**src/design/lllw_pkg.sv**
```systemverilog
// ----------------------------------------------------------------------------
// lllw_pkg
// Shared types, sizes and helpers for the least-loaded worker registry.
// ----------------------------------------------------------------------------
package lllw_pkg;

    localparam int MAX_WORKERS = 16;
    localparam int LOAD_BITS   = 16;
    localparam int IDX_W       = (MAX_WORKERS > 1) ? $clog2(MAX_WORKERS) : 1;

    localparam int REQ_W      = 2;
    localparam int IP_W       = 32;
    localparam int PORT_W     = 16;
    localparam int STATUS_W   = 3;
    localparam int OUT_LOAD_W = 16;

    localparam int S_TDATA_W = ((IP_W + PORT_W + 7) / 8) * 8;
    localparam int S_TUSER_W = REQ_W;
    localparam int M_TDATA_W = ((IP_W + PORT_W + OUT_LOAD_W + 7) / 8) * 8;
    localparam int M_TUSER_W = STATUS_W;

    typedef logic [IDX_W-1:0]     idx_t;
    typedef logic [LOAD_BITS-1:0] load_t;

    typedef enum logic [REQ_W-1:0] {
        REQ_REGISTER   = 2'd0,
        REQ_DEREGISTER = 2'd1,
        REQ_LOOKUP     = 2'd2
    } req_e;

    typedef enum logic [STATUS_W-1:0] {
        ST_OK       = 3'd0,
        ST_DUP      = 3'd1,
        ST_FULL     = 3'd2,
        ST_NOTFOUND = 3'd3,
        ST_EMPTY    = 3'd4
    } status_e;

    typedef enum logic [1:0] {
        S_IDLE,
        S_SCAN,
        S_DONE
    } state_t;

    typedef struct packed {
        logic [IP_W-1:0]   ip;
        logic [PORT_W-1:0] port;
        load_t             load;
    } entry_t;

    // Running minimum that ripples down the chain behind a token.
    typedef struct packed {
        logic  tok;
        logic  found;
        load_t load;
        idx_t  idx;
    } carry_t;

    // Broadcast from the controller to every cell.
    typedef struct packed {
        logic [IP_W-1:0]   ip;
        logic [PORT_W-1:0] port;
        logic              start;
        logic              do_append;
        logic              do_remove;
        logic              do_bump;
        idx_t              sel_idx;
    } cmd_t;

    // Summary of the chain back to the controller.
    typedef struct packed {
        logic              any_match;
        logic              full;
        carry_t            best;
        logic [IP_W-1:0]   sel_ip;
        logic [PORT_W-1:0] sel_port;
    } chain_stat_t;

    function automatic load_t sat_inc(input load_t l);
        return (l == {LOAD_BITS{1'b1}}) ? l : l + load_t'(1);
    endfunction

    function automatic logic [OUT_LOAD_W-1:0] to_out_load(input load_t l);
        logic [LOAD_BITS+OUT_LOAD_W-1:0] w;
        w = {{OUT_LOAD_W{1'b0}}, l};
        return w[OUT_LOAD_W-1:0];
    endfunction

endpackage

```
**src/design/lllw_cell.sv**
```systemverilog
// ----------------------------------------------------------------------------
// lllw_cell
// One table slot: holds an entry, matches it, and forwards the min carry.
// ----------------------------------------------------------------------------
module lllw_cell
    import lllw_pkg::*;
(
    input  logic   clk,
    input  logic   rst_n,
    input  idx_t   cell_idx,
    input  cmd_t   cmd,
    input  logic   left_valid,
    input  logic   left_hit,
    input  carry_t carry_in,
    input  logic   right_valid,
    input  entry_t right_entry,
    output logic   valid,
    output entry_t entry,
    output logic   hit_out,
    output carry_t carry_out
);

    logic   valid_reg, valid_next;
    entry_t entry_reg, entry_next;
    carry_t carry_reg, carry_next;
    logic   match;
    logic   shift;

    assign match   = valid_reg && (entry_reg.ip == cmd.ip) && (entry_reg.port == cmd.port);
    assign hit_out = left_hit | match;
    assign shift   = cmd.do_remove && (left_hit || match);

    always_comb
    begin
        valid_next = valid_reg;
        entry_next = entry_reg;
        if (cmd.do_append && !valid_reg && left_valid)
        begin
            // first free slot takes the new worker
            valid_next      = 1'b1;
            entry_next.ip   = cmd.ip;
            entry_next.port = cmd.port;
            entry_next.load = '0;
        end
        else if (shift)
        begin
            // close the gap: pull the right neighbor in
            valid_next = right_valid;
            entry_next = right_entry;
        end
        else if (cmd.do_bump && (cmd.sel_idx == cell_idx))
        begin
            entry_next.load = sat_inc(entry_reg.load);
        end
    end

    always_comb
    begin
        carry_next = carry_in;
        if (carry_in.tok && valid_reg
            && (!carry_in.found || (entry_reg.load < carry_in.load)))
        begin
            carry_next.found = 1'b1;
            carry_next.load  = entry_reg.load;
            carry_next.idx   = cell_idx;
        end
    end

    always_ff @(posedge clk or negedge rst_n)
    begin
        if (!rst_n)
        begin
            valid_reg <= 1'b0;
            carry_reg <= '0;
        end
        else
        begin
            valid_reg <= valid_next;
            carry_reg <= carry_next;
        end
    end

    always_ff @(posedge clk)
    begin
        entry_reg <= entry_next;
    end

    assign valid     = valid_reg;
    assign entry     = entry_reg;
    assign carry_out = carry_reg;

endmodule

```
**src/design/lllw_ctrl.sv**
```systemverilog
// ----------------------------------------------------------------------------
// lllw_ctrl
// Request sequencer: takes a beat, drives the cells, builds the result beat.
// ----------------------------------------------------------------------------
module lllw_ctrl
    import lllw_pkg::*;
(
    input  logic                 clk,
    input  logic                 rst_n,
    input  logic                 s_tvalid,
    output logic                 s_tready,
    input  logic [S_TDATA_W-1:0] s_tdata,
    input  logic [S_TUSER_W-1:0] s_tuser,
    output logic                 m_tvalid,
    input  logic                 m_tready,
    output logic [M_TDATA_W-1:0] m_tdata,
    output logic [M_TUSER_W-1:0] m_tuser,
    output cmd_t                 cmd,
    input  chain_stat_t          stat,
    input  logic                 empty
);

    state_t                state_reg, state_next;
    logic [REQ_W-1:0]      req_reg;
    logic [IP_W-1:0]       ip_reg;
    logic [PORT_W-1:0]     port_reg;
    logic                  best_found_reg;
    load_t                 best_load_reg;
    idx_t                  best_idx_reg;
    logic                  m_valid_reg;
    logic [STATUS_W-1:0]   status_reg, status_next;
    logic [IP_W-1:0]       fip_reg, fip_next;
    logic [PORT_W-1:0]     fport_reg, fport_next;
    logic [OUT_LOAD_W-1:0] fload_reg, fload_next;
    logic                  accept;
    logic                  commit;
    logic                  out_free;

    assign out_free = !m_valid_reg || m_tready;
    assign accept   = s_tvalid && s_tready;
    assign commit   = (state_reg == S_DONE) && out_free;

    // next state
    always_comb
    begin
        state_next = state_reg;
        unique case (state_reg)
            S_IDLE:
            begin
                if (s_tvalid)
                    state_next = (s_tuser == REQ_LOOKUP) ? S_SCAN : S_DONE;
            end
            S_SCAN:
            begin
                if (stat.best.tok)
                    state_next = S_DONE;
            end
            S_DONE:
            begin
                if (out_free)
                    state_next = S_IDLE;
            end
            default: state_next = S_IDLE;
        endcase
    end

    // outputs
    always_comb
    begin
        s_tready      = (state_reg == S_IDLE);
        cmd.ip        = ip_reg;
        cmd.port      = port_reg;
        cmd.start     = accept && (s_tuser == REQ_LOOKUP);
        cmd.do_append = 1'b0;
        cmd.do_remove = 1'b0;
        cmd.do_bump   = 1'b0;
        cmd.sel_idx   = best_idx_reg;
        status_next   = ST_NOTFOUND;
        fip_next      = '0;
        fport_next    = '0;
        fload_next    = '0;
        unique case (req_reg)
            REQ_REGISTER:
            begin
                if (stat.any_match)
                    status_next = ST_DUP;
                else if (stat.full)
                    status_next = ST_FULL;
                else
                begin
                    status_next   = ST_OK;
                    cmd.do_append = commit;
                end
            end
            REQ_DEREGISTER:
            begin
                if (stat.any_match)
                begin
                    status_next   = ST_OK;
                    cmd.do_remove = commit;
                end
            end
            REQ_LOOKUP:
            begin
                if (!best_found_reg || empty)
                    status_next = ST_EMPTY;
                else
                begin
                    status_next = ST_OK;
                    cmd.do_bump = commit;
                    fip_next    = stat.sel_ip;
                    fport_next  = stat.sel_port;
                    fload_next  = to_out_load(sat_inc(best_load_reg));
                end
            end
            default: status_next = ST_NOTFOUND;
        endcase
    end

    always_ff @(posedge clk or negedge rst_n)
    begin
        if (!rst_n)
        begin
            state_reg   <= S_IDLE;
            m_valid_reg <= 1'b0;
        end
        else
        begin
            state_reg <= state_next;
            if (commit)
                m_valid_reg <= 1'b1;
            else if (m_tready)
                m_valid_reg <= 1'b0;
        end
    end

    always_ff @(posedge clk)
    begin
        if (accept)
        begin
            req_reg  <= s_tuser;
            ip_reg   <= s_tdata[IP_W-1:0];
            port_reg <= s_tdata[IP_W+PORT_W-1:IP_W];
        end
        if (state_reg == S_SCAN && stat.best.tok)
        begin
            best_found_reg <= stat.best.found;
            best_load_reg  <= stat.best.load;
            best_idx_reg   <= stat.best.idx;
        end
        if (commit)
        begin
            status_reg <= status_next;
            fip_reg    <= fip_next;
            fport_reg  <= fport_next;
            fload_reg  <= fload_next;
        end
    end

    assign m_tvalid = m_valid_reg;
    assign m_tuser  = status_reg;
    assign m_tdata  = {{(M_TDATA_W - IP_W - PORT_W - OUT_LOAD_W){1'b0}},
                       fload_reg, fport_reg, fip_reg};

endmodule

```
**src/design/least_loaded_worker_registry.sv**
```systemverilog
// ----------------------------------------------------------------------------
// least_loaded_worker_registry
// Table of workers (address, port, load) with register, deregister and
// least-loaded lookup, built as a row of slot cells.
// ----------------------------------------------------------------------------
// Each request beat on the slave side yields exactly one result beat on the
// master side. A register or deregister request (and the unused request
// code) goes from taking the beat straight to the done state, in which every
// cell compares its entry against the request in parallel and the table is
// updated. A lookup passes a scan state first: the least-loaded search is a
// token carrying the running minimum that moves one cell per clock down the
// chain, so the scan's length is set by the number of cells. One request is
// in flight at a time; the next beat is taken while the previous result
// still waits in the output register. Reset clears the slot valid bits,
// carries and controller state but not the entries, so the table is usable
// as soon as reset is released. Entries stay packed at the low cells in
// arrival order; a removal shifts every later entry one cell toward the head.
module least_loaded_worker_registry
    import lllw_pkg::*;
(
    input  logic                 clk,
    input  logic                 rst_n,
    input  logic                 s_tvalid,
    output logic                 s_tready,
    input  logic [S_TDATA_W-1:0] s_tdata,   // ip_address[31:0], port_number[47:32]
    input  logic [S_TUSER_W-1:0] s_tuser,   // req_type[1:0]
    output logic                 m_tvalid,
    input  logic                 m_tready,
    output logic [M_TDATA_W-1:0] m_tdata,   // found_ip[31:0], found_port[47:32],
                                            // found_load[63:48]
    output logic [M_TUSER_W-1:0] m_tuser    // status[2:0]
);

    cmd_t        cmd;
    chain_stat_t stat;
    logic        cell_valid [MAX_WORKERS];
    entry_t      cell_entry [MAX_WORKERS];
    logic        cell_hit   [MAX_WORKERS];
    carry_t      cell_carry [MAX_WORKERS];
    carry_t      head_carry;
    entry_t      sel_entry;

    // inject the search token at the head of the chain
    always_comb
    begin
        head_carry       = '0;
        head_carry.tok   = cmd.start;
    end

    genvar gi;
    generate
        for (gi = 0; gi < MAX_WORKERS; gi++)
        begin : g_cell
            logic   lv, lh, rv;
            carry_t ci;
            entry_t re;

            if (gi == 0)
            begin : g_head
                assign lv = 1'b1;
                assign lh = 1'b0;
                assign ci = head_carry;
            end
            else
            begin : g_body
                assign lv = cell_valid[gi-1];
                assign lh = cell_hit[gi-1];
                assign ci = cell_carry[gi-1];
            end

            if (gi == MAX_WORKERS - 1)
            begin : g_tail
                assign rv = 1'b0;
                assign re = '0;
            end
            else
            begin : g_inner
                assign rv = cell_valid[gi+1];
                assign re = cell_entry[gi+1];
            end

            lllw_cell u_cell (
                .clk         (clk),
                .rst_n       (rst_n),
                .cell_idx    (idx_t'(gi)),
                .cmd         (cmd),
                .left_valid  (lv),
                .left_hit    (lh),
                .carry_in    (ci),
                .right_valid (rv),
                .right_entry (re),
                .valid       (cell_valid[gi]),
                .entry       (cell_entry[gi]),
                .hit_out     (cell_hit[gi]),
                .carry_out   (cell_carry[gi])
            );
        end
    endgenerate

    // select the winning entry for the result beat
    always_comb
    begin
        sel_entry = '0;
        for (int i = 0; i < MAX_WORKERS; i++)
        begin
            if (cmd.sel_idx == idx_t'(i))
                sel_entry = cell_entry[i];
        end
    end

    always_comb
    begin
        stat.any_match = cell_hit[MAX_WORKERS-1];
        stat.full      = cell_valid[MAX_WORKERS-1];
        stat.best      = cell_carry[MAX_WORKERS-1];
        stat.sel_ip    = sel_entry.ip;
        stat.sel_port  = sel_entry.port;
    end

    lllw_ctrl u_ctrl (
        .clk      (clk),
        .rst_n    (rst_n),
        .s_tvalid (s_tvalid),
        .s_tready (s_tready),
        .s_tdata  (s_tdata),
        .s_tuser  (s_tuser),
        .m_tvalid (m_tvalid),
        .m_tready (m_tready),
        .m_tdata  (m_tdata),
        .m_tuser  (m_tuser),
        .cmd      (cmd),
        .stat     (stat),
        .empty    (!cell_valid[0])
    );

endmodule

```
**config.mk**
```make
export PLATFORM = sky130hd
export DESIGN_NAME = least_loaded_worker_registry
export DESIGN_NICKNAME = d
export VERILOG_FILES = /design/src/design/lllw_pkg.sv /design/src/design/lllw_cell.sv /design/src/design/lllw_ctrl.sv /design/src/design/least_loaded_worker_registry.sv
export SDC_FILE = /design/constraint.sdc
export NUM_CORES = 2
export LEC_CHECK = 0
export BUFFER_PORTS_ARGS = -buffer_cell sky130_fd_sc_hd__buf_2
export CAP_MARGIN = 20
export CORE_MARGIN = 2
export CORE_UTILIZATION = 47
export DETAILED_ROUTE_END_ITERATION = 10
export SYNTH_ARGS = -nofsm -noshare
export SYNTH_HDL_FRONTEND = slang
export SYNTH_HIERARCHICAL = 1
export SYNTH_SLANG_ARGS = --single-unit
```
**constraint.sdc**
```tcl
create_clock -name clk -period 12.7 [get_ports clk]
set_input_delay 1.905 -clock clk [delete_from_list [all_inputs] [get_ports clk]]
set_output_delay 1.905 -clock clk [all_outputs]
set_load 0.03 [all_outputs]
```
==> reports/metrics.csv <==
metric,value,unit
crit start category,flop,
R2R cell count,40,
Core Rows,162,
TritonCTS clock tree,built,
Initial Utilization,47.1,%
DRC errors left,0,
I/O Buffers,122,
gpl congestion,0.956,
Setup TNS,0,ps
Synth Area per Inst,9.60,um^2
status,finished clean,
Reg2Reg Launch Point,u_ctrl/ip_reg[18],
Pwr Total,14600,uW
wire per inst,26.8,um
critical-path maximum fanout,33,
Slew headroom,12.3,%
Mapped Area,0.0916,mm^2
crit path capture type,flop,
PwrDens,144,mW/mm^2
DR pass1 iterations,6,
synth warn,6,
Vias,76000,
die height,445,um
core area,0.194,mm^2
Post-synth EDFFs,906,
TritonCTS Buffers,175,
largest family of logic cells by synthesized area,simple AND/OR/NAND/NOR gates,
P_leak,0.0422,uW
initial antenna violation count,22,
Yosys reg bits,1533,
Fin. Hold Viols,0,
post-synthesis sequential area ratio,45.4,%
fin nets,10100,
FF-to-FF setup slack,3390,ps
vias in the first global route,71900,
All-Layer GR Usage,33.1,%
Setup CP Type,flop to flop,
Area Overhead vs Synth,10.9,%
sequential cell area,0.0416,mm^2
Clock Skews,63.6,ps
DIE AREA,0.198,mm^2
clk slew on worst S/H paths,60,ps
period utilization,73.3,%
Die W,445,um
Tmin final,9310,ps
proportion of layout cells with a drive suffix above 1,12.0,%
clk_lat worst skew,880,ps
cts repair resizes,0,
CTS sink count,1533,
max FFs per register,1024,
unrepaired setup endpoints after global routing,false,
DP HPWL,229000,um
gr ovfl total,0,
Worst path max stage delay,790,ps
HP Start,g_cell[13].u_cell/carry_out[21],
H-tree depth,4,
area of the multi-input gates,0.0474,mm^2
Worst Tran Pin Value,1310,ps
Detail Route Antenna Nets,0,
FMAX,107,MHz
CP Data Required Time,13220,ps
clk buf depth,3,
CTS Hold Buffers Added,0,
DRT iter0 DRCs,9783,
adder-cell area share of the yosys netlist,3.51,%
worst hold path class,flop to flop,
Slowest cell on crit path,nand2_2,
Routed WL,335000,um
largest net degree at the start of global routing,141,
first-pass GRT wire length,490000,um
via-per-instance ratio,6.08,
post-CTS setup buffers,0,
count of pins over their slew limit,0,
Post-Synthesis Cells,9539,
IO Pins,123,
"Primary FF master, synth",edfxtp_1,
number of filler cells placed in the layout,17600,
clock root buffer,clkbuf_16,
post-synthesis xor/xnor area fraction,9.00,%
crit path DAT,9820,ps
mux contribution to synthesized area,8.22,%
WHS Path Cells,0,
"Async S/R FF share, synth",24.2,%
Synth Area in Compound Gates,9.26,%
Unique masters post-synth,99,
Max Cap Violations,0,
Worst IR Drop VDD,0.000157,V
post-synthesis simple-gate area fraction,20.4,%
Hold EP,g_cell[14].u_cell/carry_out[21],
FF-to-FF End,g_cell[9].u_cell/entry[59],
final setup violation count,0,
## layer usage
metal | wire [um] | vias up | part of all wire, % | GRT usage, %
met5 | 114 | - | 0.034 | 0
met4 | 19300 | 16 | 5.8 | 17.0
met2 | 143000 | 4087 | 43 | 48.9
met1 | 138000 | 37200 | 41 | 46.1
li1 | - | 33900 | - | -
met3 | 35100 | 726 | 10 | 6.75
## how the worst max path moves through the flow
stage                      start                     endpoint  slack [ps]  cells after the start
2_1_floorplan   u_ctrl/ip_reg[6]  g_cell[15].u_cell/entry[16]        4290                     36
3_3_place_gp   u_ctrl/ip_reg[18]   g_cell[2].u_cell/entry[53]        3600                     40
3_5_place_dp   u_ctrl/ip_reg[18]   g_cell[9].u_cell/entry[57]        3870                     40
4_1_cts        u_ctrl/ip_reg[18]   g_cell[2].u_cell/entry[33]        3790                     40
5_1_grt        u_ctrl/ip_reg[18]   g_cell[0].u_cell/entry[47]        3090                     39
6_report       u_ctrl/ip_reg[18]   g_cell[9].u_cell/entry[59]        3390                     40
## worst max-delay path: cells and delay by family, from the launching register on
| family | cells | cell delay [ps] |
|---|---|---|
| simple gates | 7 | 2890 |
| buf+inv | 15 | 2700 |
| xor+xnor | 1 | 310 |
| flops | 1 | 320 |
| compound gates | 17 | 2640 |
## layout make-up
type | count | area share, %
antenna | 6 | 0.0148
multi-input combinational | 7422 | 46.7
timing repair buffer | 305 | 2.08
sequential | 1533 | 41.0
tap | 2542 | 3.13
clock buffer | 236 | 4.79
clock inverter | 90 | 0.994
inverter | 359 | 1.33
## logic make-up after synthesis
family,count (synthesis)
AOI/OAI and AO/OA,1195
xor gates and xnor gates,941
adders and majority gates,257
buffers and inverters,827
DFF,1533
muxes,647
other,2
and+or+nand+nor,4137
## synth_stat cells, types with 23 or more instances
cell type | instances | area, um^2
a211oi_1 | 73 | 548
a211oi_2 | 30 | 375
a21o_1 | 102 | 766
a21oi_1 | 221 | 1110
a221oi_1 | 32 | 280
a222oi_1 | 24 | 240
a22oi_1 | 49 | 368
a31oi_1 | 44 | 275
and2_1 | 77 | 482
and3_1 | 58 | 363
and4_1 | 34 | 298
buf_2 | 69 | 345
buf_4 | 42 | 315
buf_6 | 45 | 507
clkbuf_1 | 293 | 1100
dfrtp_1 | 371 | 9280
dfxtp_1 | 256 | 5120
edfxtp_1 | 906 | 27200
ha_1 | 257 | 3220
inv_1 | 346 | 1300
mux2_2 | 358 | 4030
mux2i_1 | 229 | 2290
mux4_2 | 47 | 1060
nand2_1 | 2782 | 10400
nand2b_1 | 43 | 269
nand3_1 | 279 | 1400
nand4_1 | 190 | 1190
nor2_1 | 160 | 601
nor2b_1 | 42 | 263
nor3_1 | 94 | 470
nor4_1 | 224 | 1400
o2111ai_1 | 27 | 236
o211ai_1 | 67 | 503
o21ai_0 | 225 | 1130
o221ai_1 | 25 | 219
o22ai_1 | 23 | 144
o31ai_1 | 72 | 541
o41ai_1 | 27 | 236
or2_2 | 24 | 150
xnor2_1 | 254 | 2220
xor2_1 | 687 | 6020
## report_power, final
group          internal, uW  total (uW)  switching (uW)
Clock                  3010        5260            2240
Combinational          1060        2810            1750
Sequential             5880        6510             637
## cells in the final DEF, fill, tap and decap left out, types with 172 or more instances in the layout
master,instances
conb_1,245
clkbuf_16,180
mux2_2,358
dfxtp_1,256
nand3_1,279
dfrtp_1,371
xnor2_1,254
nand4_1,190
edfxtp_1,906
a21oi_1,221
xor2_1,687
mux2i_1,229
o21ai_0,225
ha_1,257
buf_4,172
inv_1,344
nand2_1,2771
nor4_1,218
## per-stage QoR
| stage | area (um^2) | hold slack [ps] | instances | worst slack [ps] | utilization, % |
|---|---|---|---|---|---|
| after floorplan | 92500 | 354 | 9782 | 4290 | - |
| after global placement | 95600 | 365 | 12200 | 3600 | 49.2 |
| after detailed placement | 95600 | 359 | 12200 | 3870 | 49.2 |
| after CTS | 101000 | 373 | 12500 | 3790 | 52.2 |
| after global routing | 102000 | 401 | 12500 | 3090 | 52.2 |
| final | 102000 | 372 | 12500 | 3390 | 52.2 |
Power figures use the tool's default switching activity.
